## config.mk

```make
export PLATFORM = sky130hd
export DESIGN_NAME = subtitle_tag_stripper
export DESIGN_NICKNAME = d
export VERILOG_FILES = /design/src/hdl/sts_pkg.sv /design/src/hdl/sts_tag_ram.sv /design/src/hdl/sts_decode.sv /design/src/hdl/subtitle_tag_stripper.sv
export SDC_FILE = /design/constraint.sdc
export NUM_CORES = 1
export LEC_CHECK = 0
export BUFFER_PORTS_ARGS = -buffer_cell sky130_fd_sc_hd__buf_2
export CORE_MARGIN = 4
export CORE_UTILIZATION = 25
export DETAILED_ROUTE_END_ITERATION = 8
export PLACE_DENSITY_LB_ADDON = 0.05
export SLEW_MARGIN = 0
export SYNTH_ARGS = -nofsm -noshare
export SYNTH_HDL_FRONTEND = slang
export SYNTH_SLANG_ARGS = --single-unit
```

## constraint.sdc

```tcl
create_clock -name clk_i -period 10.5 [get_ports clk_i]
set_input_delay 0.525 -clock clk_i [delete_from_list [all_inputs] [get_ports clk_i]]
set_output_delay 0.525 -clock clk_i [all_outputs]
set_load 0.02 [all_outputs]
```

## src/hdl/sts_pkg.sv

```systemverilog
// Package for the subtitle tag stripper: transaction payload types,
// character codes, decoder result type and default constants.
// No dependencies.
package sts_pkg;

  localparam int unsigned TagDepthDef = 64;
  localparam logic [15:0] OutLimitRst = 16'd499;

  localparam logic [7:0] ChOpen    = 8'h7B;
  localparam logic [7:0] ChClose   = 8'h7D;
  localparam logic [7:0] ChBslash  = 8'h5C;
  localparam logic [7:0] ChP       = 8'h70;
  localparam logic [7:0] ChUpN     = 8'h4E;
  localparam logic [7:0] ChLoN     = 8'h6E;
  localparam logic [7:0] ChH       = 8'h68;
  localparam logic [7:0] ChZero    = 8'h30;
  localparam logic [7:0] ChNine    = 8'h39;
  localparam logic [7:0] ChNewline = 8'h0A;
  localparam logic [7:0] ChSpace   = 8'h20;
  localparam logic [7:0] ChNone    = 8'h00;

  typedef struct packed {
    logic [7:0] in_char;
    logic       end_of_text;
  } in_t;

  typedef struct packed {
    logic [7:0] out_char;
    logic       char_valid;
    logic       last;
  } out_t;

  typedef struct packed {
    logic inside_tag;
    logic drawing_mode;
    logic pending_backslash;
    logic scanning_digits;
  } flags_t;

  typedef struct packed {
    flags_t     flags;
    logic       has_first;
    logic [7:0] first_char;
    logic       has_second;
    logic [7:0] second_char;
    logic       open_tag;
  } dec_t;

endpackage

```

## src/hdl/sts_tag_ram.sv

```systemverilog
// Tag byte buffer: one write port and one read port, registered read data.
// Depends on nothing but its parameters.
module sts_tag_ram #(
  parameter int unsigned Depth = 64,
  parameter int unsigned AddrW = 6
) (
  input  logic             clk_i,
  input  logic             we_i,
  input  logic [AddrW-1:0] waddr_i,
  input  logic [7:0]       wdata_i,
  input  logic             re_i,
  input  logic [AddrW-1:0] raddr_i,
  output logic [7:0]       rdata_o
);

  logic [7:0] mem_q [Depth];
  logic [7:0] rdata_q;

  always_ff @(posedge clk_i) begin
    if (we_i) begin
      mem_q[waddr_i] <= wdata_i;
    end
  end

  always_ff @(posedge clk_i) begin
    if (re_i) begin
      rdata_q <= mem_q[raddr_i];
    end
  end

  assign rdata_o = rdata_q;

endmodule

```

## src/hdl/sts_decode.sv

```systemverilog
// Per-byte decoder: next tag, drawing and escape flags and the up to two
// characters one byte asks to emit. Depends on sts_pkg.
module sts_decode (
  input  sts_pkg::flags_t flags_i,
  input  sts_pkg::in_t    in_i,
  output sts_pkg::dec_t   dec_o
);
  import sts_pkg::*;

  always_comb begin
    flags_t     nf;
    logic       done;
    logic       w0;
    logic       w1;
    logic       w2;
    logic [7:0] ch0;
    logic [7:0] c;
    c    = in_i.in_char;
    nf   = flags_i;
    done = 1'b0;
    w0   = 1'b0;
    w1   = 1'b0;
    ch0  = ChBslash;
    dec_o.open_tag = 1'b0;
    if (flags_i.inside_tag) begin
      if (flags_i.scanning_digits) begin
        if (c inside {[ChZero:ChNine]}) begin
          if (c != ChZero) begin
            nf.drawing_mode = 1'b1;
          end
          done = 1'b1;
        end else begin
          nf.scanning_digits = 1'b0;
        end
      end
      if (!done && nf.pending_backslash) begin
        nf.pending_backslash = 1'b0;
        if (c == ChP) begin
          nf.drawing_mode    = 1'b0;
          nf.scanning_digits = 1'b1;
          done               = 1'b1;
        end
      end
      if (!done) begin
        if (c == ChClose) begin
          nf.inside_tag = 1'b0;
        end else if (c == ChBslash) begin
          nf.pending_backslash = 1'b1;
        end
      end
    end else begin
      if (flags_i.pending_backslash) begin
        nf.pending_backslash = 1'b0;
        if (c == ChUpN || c == ChLoN) begin
          w0   = 1'b1;
          ch0  = ChNewline;
          done = 1'b1;
        end else if (c == ChH) begin
          w0   = 1'b1;
          ch0  = ChSpace;
          done = 1'b1;
        end else if (!flags_i.drawing_mode) begin
          w0 = 1'b1;
        end
      end
      if (!done) begin
        if (c == ChBslash) begin
          nf.pending_backslash = 1'b1;
        end else if (c == ChOpen) begin
          nf.inside_tag  = 1'b1;
          dec_o.open_tag = 1'b1;
        end else if (!flags_i.drawing_mode) begin
          w1 = 1'b1;
        end
      end
    end
    w2 = in_i.end_of_text && nf.pending_backslash && !nf.inside_tag && !nf.drawing_mode;
    dec_o.flags       = nf;
    dec_o.has_first   = w0 || w1 || w2;
    dec_o.first_char  = w0 ? ch0 : (w1 ? c : ChBslash);
    dec_o.has_second  = w0 && (w1 || w2);
    dec_o.second_char = w1 ? c : ChBslash;
  end

endmodule

```

## src/hdl/subtitle_tag_stripper.sv

```systemverilog
// Subtitle tag stripper top level: byte stream in, plain text out, with an
// end-of-string replay of an unclosed tag. Uses sts_pkg, sts_decode, sts_tag_ram.
//
//   Channel  Handshake                 Payload
//   in       in_valid_i / in_ready_o   in_data_i  (in_char, end_of_text)
//   out      out_valid_o / out_ready_i out_data_o (out_char, char_valid, last)
//   cfg      cfg_we_i                  cfg_wdata_i (out_limit)
//
// Input is held off while a second result or a tag replay is still to be sent.
// A string ending inside an open tag replays the tag through the single
// registered read port of the tag RAM, one byte per cycle while output is taken.
// Reset clears all control state at once; the tag RAM needs no clearing pass.
// Input is held off while the output register is full and not being taken.
module subtitle_tag_stripper #(
  parameter int unsigned TagDepth = sts_pkg::TagDepthDef
) (
  input  logic          clk_i,
  input  logic          rst_ni,
  input  logic          in_valid_i,
  output logic          in_ready_o,
  input  sts_pkg::in_t  in_data_i,
  output logic          out_valid_o,
  input  logic          out_ready_i,
  output sts_pkg::out_t out_data_o,
  input  logic          cfg_we_i,
  input  logic [15:0]   cfg_wdata_i
);
  import sts_pkg::*;

  localparam int unsigned AddrW = $clog2(TagDepth);
  localparam int unsigned LenW  = $clog2(TagDepth + 1);
  localparam logic [LenW-1:0] DepthLen = LenW'(TagDepth);
  localparam logic [LenW-1:0] OneLen   = LenW'(1);

  localparam logic [1:0] StIdle = 2'd0;
  localparam logic [1:0] StSec  = 2'd1;
  localparam logic [1:0] StRpl  = 2'd2;

  logic [1:0]      state_q, state_d;
  flags_t          flags_q, flags_d;
  logic [15:0]     cnt_q, cnt_d;
  logic [LenW-1:0] tlen_q, tlen_d;
  logic [15:0]     lim_q, lim_d;
  out_t            out_q, out_d;
  logic            out_vld_q, out_vld_d;
  out_t            sec_q, sec_d;
  logic [LenW-1:0] rlen_q, rlen_d;
  logic [LenW-1:0] iss_q, iss_d;
  logic [LenW-1:0] cons_q, cons_d;
  logic            dv_q, dv_d;

  dec_t            dec;
  logic            out_free;
  logic            acc;
  logic            ok0, ok1, g0, g1;
  logic [16:0]     cnt_sum;
  logic [16:0]     avail;
  logic [LenW-1:0] tlen_n;
  logic [LenW-1:0] rlen_n;
  logic            endt;
  logic            ram_we;
  logic [AddrW-1:0] ram_waddr;
  logic [7:0]      ram_wdata;
  logic            rd_en;
  logic            consume;
  logic [7:0]      rdata;
  out_t            item0, item1;

  assign out_free   = !out_vld_q || out_ready_i;
  assign in_ready_o = (state_q == StIdle) && out_free;
  assign acc        = in_valid_i && in_ready_o;
  assign endt       = in_data_i.end_of_text;

  sts_decode u_dec (
    .flags_i (flags_q),
    .in_i    (in_data_i),
    .dec_o   (dec)
  );

  assign ram_we    = acc && ((flags_q.inside_tag && (tlen_q < DepthLen)) || dec.open_tag);
  assign ram_waddr = dec.open_tag ? '0 : tlen_q[AddrW-1:0];
  assign ram_wdata = dec.open_tag ? ChOpen : in_data_i.in_char;

  assign rd_en   = (state_q == StRpl) && (iss_q < rlen_q) && (!dv_q || out_free);
  assign consume = (state_q == StRpl) && dv_q && out_free;

  sts_tag_ram #(
    .Depth (TagDepth),
    .AddrW (AddrW)
  ) u_ram (
    .clk_i   (clk_i),
    .we_i    (ram_we),
    .waddr_i (ram_waddr),
    .wdata_i (ram_wdata),
    .re_i    (rd_en),
    .raddr_i (iss_q[AddrW-1:0]),
    .rdata_o (rdata)
  );

  always_comb begin
    ok0     = cnt_q < lim_q;
    ok1     = ({1'b0, cnt_q} + 17'd1) < {1'b0, lim_q};
    g0      = dec.has_first && ok0;
    g1      = dec.has_second && ok1;
    cnt_sum = {1'b0, cnt_q} + 17'(g0) + 17'(g1);
    avail   = ({1'b0, lim_q} > cnt_sum) ? ({1'b0, lim_q} - cnt_sum) : 17'd0;
    if (flags_q.inside_tag) begin
      tlen_n = (tlen_q < DepthLen) ? (tlen_q + OneLen) : tlen_q;
    end else if (dec.open_tag) begin
      tlen_n = OneLen;
    end else begin
      tlen_n = tlen_q;
    end
    if (endt && dec.flags.inside_tag) begin
      rlen_n = (avail < 17'(tlen_n)) ? avail[LenW-1:0] : tlen_n;
    end else begin
      rlen_n = '0;
    end
    item0.out_char   = g0 ? dec.first_char : ChNone;
    item0.char_valid = g0;
    item0.last       = endt && !g1 && (rlen_n == '0);
    item1.out_char   = dec.second_char;
    item1.char_valid = 1'b1;
    item1.last       = endt && (rlen_n == '0);
  end

  always_comb begin
    state_d   = state_q;
    flags_d   = flags_q;
    cnt_d     = cnt_q;
    tlen_d    = tlen_q;
    lim_d     = cfg_we_i ? cfg_wdata_i : lim_q;
    out_d     = out_q;
    out_vld_d = out_vld_q && !out_ready_i;
    sec_d     = sec_q;
    rlen_d    = rlen_q;
    iss_d     = iss_q;
    cons_d    = cons_q;
    dv_d      = dv_q;
    case (state_q)
      StIdle: begin
        if (acc) begin
          if (endt) begin
            flags_d = '0;
            cnt_d   = '0;
            tlen_d  = '0;
          end else begin
            flags_d = dec.flags;
            cnt_d   = cnt_sum[15:0];
            tlen_d  = tlen_n;
          end
          rlen_d = rlen_n;
          iss_d  = '0;
          cons_d = '0;
          dv_d   = 1'b0;
          if (g0 || (endt && (rlen_n == '0))) begin
            out_d     = item0;
            out_vld_d = 1'b1;
          end
          if (g1) begin
            sec_d   = item1;
            state_d = StSec;
          end else if (rlen_n != '0) begin
            state_d = StRpl;
          end
        end
      end
      StSec: begin
        if (out_free) begin
          out_d     = sec_q;
          out_vld_d = 1'b1;
          state_d   = (rlen_q != '0) ? StRpl : StIdle;
        end
      end
      StRpl: begin
        if (rd_en) begin
          iss_d = iss_q + OneLen;
        end
        dv_d = rd_en || (dv_q && !consume);
        if (consume) begin
          out_d.out_char   = rdata;
          out_d.char_valid = 1'b1;
          out_d.last       = (cons_q == (rlen_q - OneLen));
          out_vld_d        = 1'b1;
          cons_d           = cons_q + OneLen;
          if (cons_q == (rlen_q - OneLen)) begin
            state_d = StIdle;
          end
        end
      end
      default: begin
        state_d = StIdle;
      end
    endcase
  end

  always_ff @(posedge clk_i or negedge rst_ni) begin
    if (!rst_ni) begin
      state_q   <= StIdle;
      flags_q   <= '0;
      cnt_q     <= '0;
      tlen_q    <= '0;
      lim_q     <= OutLimitRst;
      out_vld_q <= 1'b0;
      rlen_q    <= '0;
      iss_q     <= '0;
      cons_q    <= '0;
      dv_q      <= 1'b0;
    end else begin
      state_q   <= state_d;
      flags_q   <= flags_d;
      cnt_q     <= cnt_d;
      tlen_q    <= tlen_d;
      lim_q     <= lim_d;
      out_vld_q <= out_vld_d;
      rlen_q    <= rlen_d;
      iss_q     <= iss_d;
      cons_q    <= cons_d;
      dv_q      <= dv_d;
    end
  end

  always_ff @(posedge clk_i) begin
    out_q <= out_d;
    sec_q <= sec_d;
  end

  assign out_valid_o = out_vld_q;
  assign out_data_o  = out_q;

endmodule

```

==> results of run 1 <==
worst max path at each step:
stage | start | endpoint | slack [ns] | depth (start not counted)
after global routing | cnt_q[0] | out_data_o[8] | 0.05 | 36
after detailed placement | in_data_i[5] | out_data_o[9] | 0.47 | 34
after CTS | cnt_q[0] | out_data_o[9] | 0.59 | 36
after floorplan | cnt_q[0] | out_data_o[0] | 2.39 | 37
final | cnt_q[0] | out_data_o[9] | 0.62 | 36
after global placement | in_data_i[5] | out_data_o[2] | 0.74 | 34
placed cells by master, fill, tap and decap left out, types with 28 or more instances in the layout:
master and n:
o21ai_0 72, nand2_1 94, buf_2 40, buf_4 28, ha_1 69, a21oi_1 45
edfxtp_1 539, inv_1 42, mux4_2 168, nand3_1 31, nor2_1 130, dfrtp_1 57
clkbuf_16 78
Yosys cell counts, drive strengths merged (6+ instances only):
master	instances	area share, %
mux4	168	14
and3	12	0.27
buf	30	0.47
nand3b	9	0.25
inv	42	0.58
or2	11	0.26
edfxtp	539	59
and2	9	0.21
o22ai	13	0.30
o21a	7	0.19
nand3	32	0.59
a211oi	6	0.18
nor2	130	1.8
nor3	20	0.38
clkbuf	70	0.96
a21boi	8	0.22
nor4	7	0.16
o21ai	74	1.4
xor2	22	0.70
a31oi	7	0.16
ha	69	3.2
dfstp	7	0.67
xnor2	22	0.70
nand2	95	1.3
dfrtp	61	5.6
nand4	21	0.53
a21o	26	0.71
o211ai	12	0.33
nand2b	23	0.55
nor2b	10	0.23
mux2i	8	0.29
a22o	8	0.26
or3	6	0.14
a21oi	45	0.82
o31ai	11	0.30
a22oi	12	0.33
sequential cells by signal (all words and copies together), names as in the netlist, 4 cells and up:
| signal | flops |
|---|---|
| flags_q | 4 |
| lim_q | 16 |
| cnt_q | 16 |
| u_ram.rdata_o | 8 |
| cons_q | 7 |
| sec_q | 9 |
| out_data_o | 10 |
| u_ram.mem_q | 512 |
| rlen_q | 7 |
| iss_q | 7 |
| tlen_q | 7 |
worst max-delay path: cells and delay by family (launching register included):
family	cells	cell delay (ns)
flops	1	0.51
xor+xnor	2	0.32
compound gates	12	3.77
buf+inv	3	0.39
fa+ha+maj	6	2.02
simple gates	13	2.45
cells by family (layout without fill, tap and decap cells):
logic type               after synthesis  in the layout  synth area share [%]
AO/OA/AOI/OAI                        264            264                  6.34
XOR/XNOR                              44             44                  1.41
adder cells (fa/ha/maj)               71             71                  3.30
buffers and inverters                142            246                  2.01
flip-flops                           607            607                  65.4
multiplexers                         179            179                  14.2
other                                  0              2                     0
AND/OR/NAND/NOR                      406            406                  7.33
routing by layer:
metal	vias up	wire, microns	GRT usage, %
met5	-	0	0
met4	0	2000	3.67
met3	105	3320	2.71
met2	312	40800	24.2
met1	8084	38500	19.8
li1	6890	-	-
per-stage QoR:
| stage | hold slack, ns | instance area, sq um | worst slack (ns) |
|---|---|---|---|
| 2_1_floorplan | 0.229 | 27400 | 2.39 |
| 6_report | 0.0542 | 31600 | 0.622 |
| 4_1_cts | 0.0442 | 31600 | 0.588 |
| 3_5_place_dp | 0.490 | 29200 | 0.467 |
| 3_3_place_gp | 0.500 | 29200 | 0.743 |
| 5_1_grt | 0.0635 | 31600 | 0.0489 |
power groups by stage:
stage	clock network, mW	registers [mW]	logic, mW
after CTS	2.60	2.73	0.782
after global routing	2.70	2.74	0.847
final	2.52	2.73	0.764
after floorplan	0	2.78	0.477
after global placement	0	2.78	0.790
after detailed placement	0	2.78	0.777
final cells by class:
class	instances	area [sq um]
Fill cell	10800	77300
Sequential cell	607	17900
Multi-Input combinational cell	964	8940
Clock buffer	92	2000
Tap cell	1414	1770
Timing Repair Buffer	69	430
Clock inverter	43	352
Inverter	42	158
Antenna cell	2	5.00
==> qor.txt, run 1 <==
Pwr dens - 190 nW/um^2
Clk buf depth - 3
Number of hold buffers added after CTS - 0
Unrepaired setup endpoints after global routing - false
Period Utilization, post-route - 94.1%
CTS H-tree depth - 3
Maximum VDD drop - 0.107 mV
Nets - 1,860
Share of power burned in combinational logic - 12.7%
Initial antenna violation count - 8
Syn. warnings - 0
Vias in the first global route - 16,200
Mapped Nets - 1,814
Register area share after synthesis - 65.4%
Mapped Area - 27,400 sq um
Pre-Repair DR Iteration Count - 5
TritonCTS sink count - 607
Pin count of the biggest net entering global routing - 107
Clk pwr share - 41.9%
Final ANT Viol Nets - 0
Min-delay worst type - primary input to async pin
Placed insts - 3,096
Switching power - 1.63 mW
Static Leak - 10.1 nW
Port bufs - 41
Drt total wl - 84,600 microns
Share of post-route cells with drive strength above 1 - 21.2%
Proportion of power drawn by flip-flops and latches - 45.4%
Max-Cap Viols - 0
CTS resizes - 0
Final core occ - 29.0%
CTS Buf Count - 75
Outcome - complete, no violations
Total number of vias - 15,400
Yosys cell types - 80
Worst-path fanout max - 12
Worst setup EP type - register
Worst stage delay on the critical path - 0.74 ns
P_int - 4.39 mW
Post-synth EDFFs - 539
Worst setup path category - register to register
Worst Skew - 0.0253 ns
First-pass GRT wire length - 122,000 microns
GP Congestion - 0.747
Gr ovfl total - 0
Area growth from synthesis to layout - 15.3%
Die ar. - 115,000 sq um
CTS root buf - clkbuf_16
Rows - 121
Die X - 339 microns
Asr flop ratio synth - 11.2%
DR DRC count - 0
Initial Util - 25.1%
Iter 0 DRT Violations - 1,134
Max_slew headroom - 22.0%
Req. time, crit path - 10.75 ns
Clock Latency Late Sink - 0.63 ns
Predominant post-synthesis flop cell - edfxtp_1
Gate Count Post-Synth - 1,713
CTS clk-pin slew, worst paths - 0.06 ns
CP Launch Type - register
Setup bufs post-CTS - 0
Detailed Place HPWL - 54,700 microns
Final count of negative-setup-slack endpoints - 0
Final Power - 6.01 mW
IO Pins - 42
Worst-Margin Slew - 1.17 ns
Endpoints failing hold - 0
Max-slew violations - 0
Average wire per standard cell - 26.2 microns
Crit Reg-Reg Endpoint - out_data_o[9]
R2R setup slack - 0.62 ns
TNS Setup - 0 ns
Worst reg2reg startpoint - cnt_q[0]
Total track usage - 14.6%
Die Span Y - 339 microns
Crit path arrival time - 10.13 ns
Finished Layout Cells - 3,233
Post-layout min period - 9.88 ns
CTS tree - done
Vias/cell - 4.76
Seq cells post-synth - 607
Slowest CP cell - a21oi_1
Switching part of the total - 27.0%
Max frequency - 0.101 GHz
Syn Area/Cell - 16.0 sq um
Core Area - 109,000 sq um
Reg2Reg Depth - 36
Note: power is estimated with default switching activity, not from simulation.
==> run 2, diff against run 1 <==
--- a/config.mk
+++ b/config.mk
@@ -9,7 +9,9 @@
 export CORE_MARGIN = 4
 export CORE_UTILIZATION = 25
 export DETAILED_ROUTE_END_ITERATION = 8
+export HOLD_SLACK_MARGIN = 0.12
 export PLACE_DENSITY_LB_ADDON = 0.05
+export REMOVE_ABC_BUFFERS = 1
 export SLEW_MARGIN = 0
 export SYNTH_ARGS = -nofsm -noshare
 export SYNTH_HDL_FRONTEND = slang
==> run 2 against run 1 <==
Effect of this change:
- fmax rose by 3.3%
- critical path type unchanged
- worst setup slack improved by 0.32 ns
- clock-buffer cell count rose by 11
- register-to-register slack improved by 0.32 ns
- non-clock buffer count rose by 26
- hold slack improved by 0.13 ns
- critical path depth did not move
==> qor.txt, run 2 (synthesis results as in run 1) <==
CTS tree - done
Max_slew headroom - 25.1%
Max frequency - 0.105 GHz
TritonCTS sink count - 607
Total number of vias - 15,600
Clock Latency Late Sink - 0.63 ns
Placed insts - 3,106
Setup slack after layout - 0.940 ns
IO Pins - 42
Max-Cap Viols - 0
CP bufs+invs - 3
Detailed Place HPWL - 55,600 microns
Drt total wl - 85,100 microns
Initial Util - 25.1%
CP Launch Type - register
Multi-input gate area - 8950 sq um
Max-slew violations - 0
Vias/cell - 4.78
Clk buf depth - 3
Largest delay share family, worst path - compound AO/OA/AOI/OAI gates
Switching power - 1.63 mW
Period Utilization, post-route - 91.1%
Share of power burned in combinational logic - 13.0%
Clk pwr share - 41.0%
DR DRC count - 0
Pwr dens - 188 nW/um^2
Area growth from synthesis to layout - 15.9%
CTS root buf - clkbuf_16
Worst path depth - 36
Setup crit start - cnt_q[0]
Worst Skew - 0.0270 ns
Proportion of power drawn by flip-flops and latches - 46.0%
Filler cells - 10,800
Outcome - complete, no violations
Gr ovfl total - 0
WL met3 - 2870 microns
Pin count of the biggest net entering global routing - 115
Final ANT Viol Nets - 0
Worst reg2reg startpoint - cnt_q[0]
Share of post-route cells with drive strength above 1 - 20.7%
Iter 0 DRT Violations - 1,017
Die ar. - 115,000 sq um
Finished Layout Cells - 3,262
Maximum VDD drop - 0.103 mV
Crit Reg-Reg Endpoint - out_data_o[1]
Worst setup EP type - register
Most frequent cells in the layout - edfxtp_1, mux4_2, nor2_1, nand2_1, clkbuf_16
Worst-path fanout max - 12
Worst stage delay on the critical path - 0.57 ns
Port bufs - 41
Max FFs per register - 512
First-pass GRT wire length - 122,000 microns
Post-layout min period - 9.56 ns
Nets - 1,887
Worst setup path category - register to register
Switching part of the total - 27.3%
Fin Hold WS - 0.188 ns
Crit path arrival time - 9.85 ns
Final Power - 5.96 mW
Die Span Y - 339 microns
Rows - 121
Final core occ - 29.2%
Average wire per standard cell - 26.1 microns
Total track usage - 14.7%
Met2 routed WL - 39,500 microns
Pre-Repair DR Iteration Count - 5
Endpoints failing hold - 0
Initial antenna violation count - 7
Dpl ws - 0.231 ns
Slowest CP cell - a2111oi_0
CTS clk-pin slew, worst paths - 0.06 ns
Setup crit end - out_data_o[1]
Reg2Reg Depth - 36
Top routing layer in use - met4
Metal-1 WL - 40,200 microns
Register area - 17,900 sq um
Most common cell after layout, fill and taps aside - edfxtp_1
Unrepaired setup endpoints after global routing - false
Core Area - 109,000 sq um
Static Leak - 10.2 nW
TNS Setup - 0 ns
Biggest registers after layout - u_ram.mem_q x512, cnt_q x16, lim_q x16
Req. time, crit path - 10.79 ns
CTS H-tree depth - 3
Fin area - 31,700 sq um
Final count of negative-setup-slack endpoints - 0
Die X - 339 microns
Worst-Margin Slew - 1.12 ns
P_int - 4.33 mW
Dpl cell area - 29,300 sq um
CTS Buf Count - 76
Min-delay worst type - primary input to register
Vias in the first global route - 15,900
Largest register by flop count - u_ram.mem_q
GP Congestion - 0.775
R2R setup slack - 0.94 ns
## run 2: changes by cell type in the layout (fill, tap and decap cells not counted), moves of 3 or more
cell and change:
clkinv_1 +8, dlygate4sd3_1 +14, clkinvlp_4 -3, clkinv_4 -3, clkbuf_1 +12, clkinv_2 -11
buf_4 +12
## run 2: per-layer routing
metal	vias to the layer above	global-route usage [%]
li1	6940	-
met1	8212	20.8
met2	312	23.2
met3	122	2.30
met4	0	4.37
met5	-	0
## run 2: worst min path at each step
stage                    from         end  depth (start not counted)  slack (ns)
2_1_floorplan          rst_ni    cnt_q[0]                          0        0.23
3_3_place_gp       flags_q[0]  flags_q[0]                          1        0.49
3_5_place_dp       flags_q[0]  flags_q[0]                          1        0.49
4_1_cts        cfg_wdata_i[3]    lim_q[3]                          3        0.15
5_1_grt        cfg_wdata_i[3]    lim_q[3]                          3        0.16
6_report       cfg_wdata_i[3]    lim_q[3]                          3        0.19
## run 2: worst reg2reg max path: cells and delay by family, from the launching register on
family | cells | cell delay [ns]
compound gates | 12 | 3.45
xor+xnor | 2 | 0.34
fa+ha+maj | 6 | 2.03
buf+inv | 3 | 0.35
flops | 1 | 0.53
simple gates | 13 | 2.54
## run 2: timing repair
action / in CTS / in global routing
gates resized for setup: 0 / 2
buffers inserted: 0 / 2
hold buffers: 14 / 0
setup endpoints to repair: 0 / 10
endpoints found under the hold margin: 36 / 0
## run 2: area by class of cell
type / count / share of cell area (%)
Clock buffer: 103 / 6.34
Antenna cell: 2 / 0.0158
Timing Repair Buffer: 95 / 2.08
Tap cell: 1414 / 5.57
Multi-Input combinational cell: 964 / 28.2
Sequential cell: 607 / 56.4
Inverter: 42 / 0.497
Clock inverter: 35 / 0.867
## run 2: power groups by stage
stage	combinational [mW]	sequential (mW)	clock [mW]
global placement	0.773	2.80	0
CTS	0.773	2.75	2.53
floorplan	0.437	2.79	0
finish	0.772	2.74	2.44
detailed placement	0.764	2.79	0
global route	0.855	2.75	2.63
==> run 3, diff against run 2 <==
--- a/config.mk
+++ b/config.mk
@@ -5,7 +5,8 @@
 export SDC_FILE = /design/constraint.sdc
 export NUM_CORES = 1
 export LEC_CHECK = 0
-export BUFFER_PORTS_ARGS = -buffer_cell sky130_fd_sc_hd__buf_2
+export BUFFER_PORTS_ARGS = -buffer_cell sky130_fd_sc_hd__clkbuf_2
+export CAP_MARGIN = 10
 export CORE_MARGIN = 4
 export CORE_UTILIZATION = 25
 export DETAILED_ROUTE_END_ITERATION = 8
==> run 3 against run 2 <==
Effect of this change:
- routed wire length decreased by 0.55%
- non-clock buffer count decreased by 13
- register-to-register slack got worse by 0.05 ns
- sequential share of layout area about the same
- global-route usage about the same
- clock skew increased by 0.0020 ns
- via count decreased by 0.73%
- critical path depth increased by 1
- final area about the same
- critical path type unchanged
==> qor.txt, run 3 (synthesis results as in run 1) <==
Vias/cell - 4.76
Post-layout min period - 9.61 ns
GP Congestion - 0.763
Most common cell after layout, fill and taps aside - edfxtp_1
CTS tree - done
Metal-1 WL - 38,800 microns
WL met3 - 3590 microns
CP Launch Type - register
Average wire per standard cell - 26.0 microns
Max frequency - 0.104 GHz
Worst Skew - 0.0290 ns
CTS root buf - clkbuf_16
Finished Layout Cells - 3,248
Met2 routed WL - 40,200 microns
Iter 0 DRT Violations - 1,092
Worst stage delay on the critical path - 0.71 ns
Total number of vias - 15,500
Worst setup path category - register to register
Die ar. - 115,000 sq um
Endpoints failing hold - 0
Setup crit start - cnt_q[0]
Top routing layer in use - met5
Crit Reg-Reg Endpoint - out_data_o[0]
Maximum VDD drop - 0.113 mV
Worst setup EP type - register
Die Span Y - 339 microns
Area growth from synthesis to layout - 15.8%
CTS resizes - 0
Final ANT Viol Nets - 0
Max-Cap Viols - 0
Pwr dens - 190 nW/um^2
Initial Util - 25.1%
Register area - 17,900 sq um
CTS H-tree depth - 3
IO Pins - 42
Worst-path fanout max - 11
Rows - 121
Largest register by flop count - u_ram.mem_q
CTS Buf Count - 77
Min-delay worst type - primary input to register
Outcome - complete, no violations
Filler cells - 10,800
First-pass GRT wire length - 122,000 microns
Clock Latency Late Sink - 0.63 ns
Gr ovfl total - 0
Nets - 1,875
Dpl cell area - 29,200 sq um
Req. time, crit path - 10.75 ns
Reg2Reg Depth - 37
Max_slew headroom - 25.8%
Fin Hold WS - 0.208 ns
Share of post-route cells with drive strength above 1 - 20.9%
Multi-input gate area - 8940 sq um
Pin count of the biggest net entering global routing - 95
Max-slew violations - 0
R2R setup slack - 0.89 ns
Max FFs per register - 512
Port bufs - 41
Setup crit end - out_data_o[0]
Biggest registers after layout - u_ram.mem_q x512, cnt_q x16, lim_q x16
Worst reg2reg startpoint - cnt_q[0]
Slowest CP cell - a21oi_1
Die X - 339 microns
Final count of negative-setup-slack endpoints - 0
Drt total wl - 84,600 microns
Unrepaired setup endpoints after global routing - false
Crit path top cell by count - ha_1
Crit path arrival time - 9.86 ns
Pre-Repair DR Iteration Count - 7
Total track usage - 14.6%
CTS clk-pin slew, worst paths - 0.05 ns
Detailed Place HPWL - 55,400 microns
Fin area - 31,700 sq um
Placed insts - 3,096
Static Leak - 10.2 nW
DR DRC count - 0
Hold Crit Start - cfg_wdata_i[3]
TritonCTS sink count - 607
Worst-Margin Slew - 1.11 ns
Initial antenna violation count - 11
Clk buf depth - 3
TNS Setup - 0 ns
Most frequent cells in the layout - edfxtp_1, mux4_2, nor2_1, nand2_1, clkbuf_16
Core Area - 109,000 sq um
Final core occ - 29.1%
Vias in the first global route - 16,000
Period Utilization, post-route - 91.5%
[run 3: changes by cell type in the layout (fill, tap and decap cells not counted), sizes merged]
cell and delta:
buf -44, clkbuf +27, clkinv +2, bufinv +1, clkinvlp +1, dlygate4sd3 -1
[run 3: area by class of cell]
cell class / count / share of cell area, %
flip-flops and latches: 607 / 56.5
inverters: 42 / 0.497
multi-input cells: 964 / 28.2
diodes: 2 / 0.0158
clock inverters: 39 / 1.01
clock buffers: 98 / 6.49
well taps: 1414 / 5.58
repair buffers: 82 / 1.76
[run 3: critical path, delay by kind of cell, from the launching register on]
kind / cells / cell delay, ns
fa+ha+maj: 5 / 1.48
xor+xnor: 2 / 0.37
buf+inv: 4 / 0.61
compound gates: 13 / 3.92
flops: 1 / 0.49
simple gates: 13 / 2.35
[run 3: power breakdown]
group	total, mW	internal (mW)	switching, mW
clock network	2.51	1.46	1.05
logic	0.763	0.245	0.517
registers	2.74	2.69	0.0528
[run 3: timing repair]
item,CTS,global route
setup buffers,0,0
hold buffers,13,0
endpoints found under the hold margin,45,0
[run 3: metrics by stage]
| step | worst slack, ns | power [mW] |
|---|---|---|
| detailed placement | 0.727 | 3.56 |
| CTS | 0.805 | 6.13 |
| global placement | 0.822 | 3.57 |
| finish | 0.887 | 6.01 |
| floorplan | 2.40 | 3.22 |
| global route | 0.156 | 6.30 |
[run 3: routing by layer]
| metal | global-route usage [%] | up-vias |
|---|---|---|
| li1 | - | 6916 |
| met1 | 20.1 | 8101 |
| met2 | 23.8 | 334 |
| met3 | 2.77 | 118 |
| met4 | 3.72 | 4 |
| met5 | 0 | - |
[run 3: worst min-delay path by stage]
stage                  to  slack, ns  cells after the start
3_5_place_dp   flags_q[0]       0.51                      1
6_report         lim_q[3]       0.21                      3
4_1_cts          lim_q[1]       0.16                      3
5_1_grt          lim_q[3]       0.17                      3
3_3_place_gp   flags_q[0]       0.50                      1
2_1_floorplan    cnt_q[0]       0.23                      0
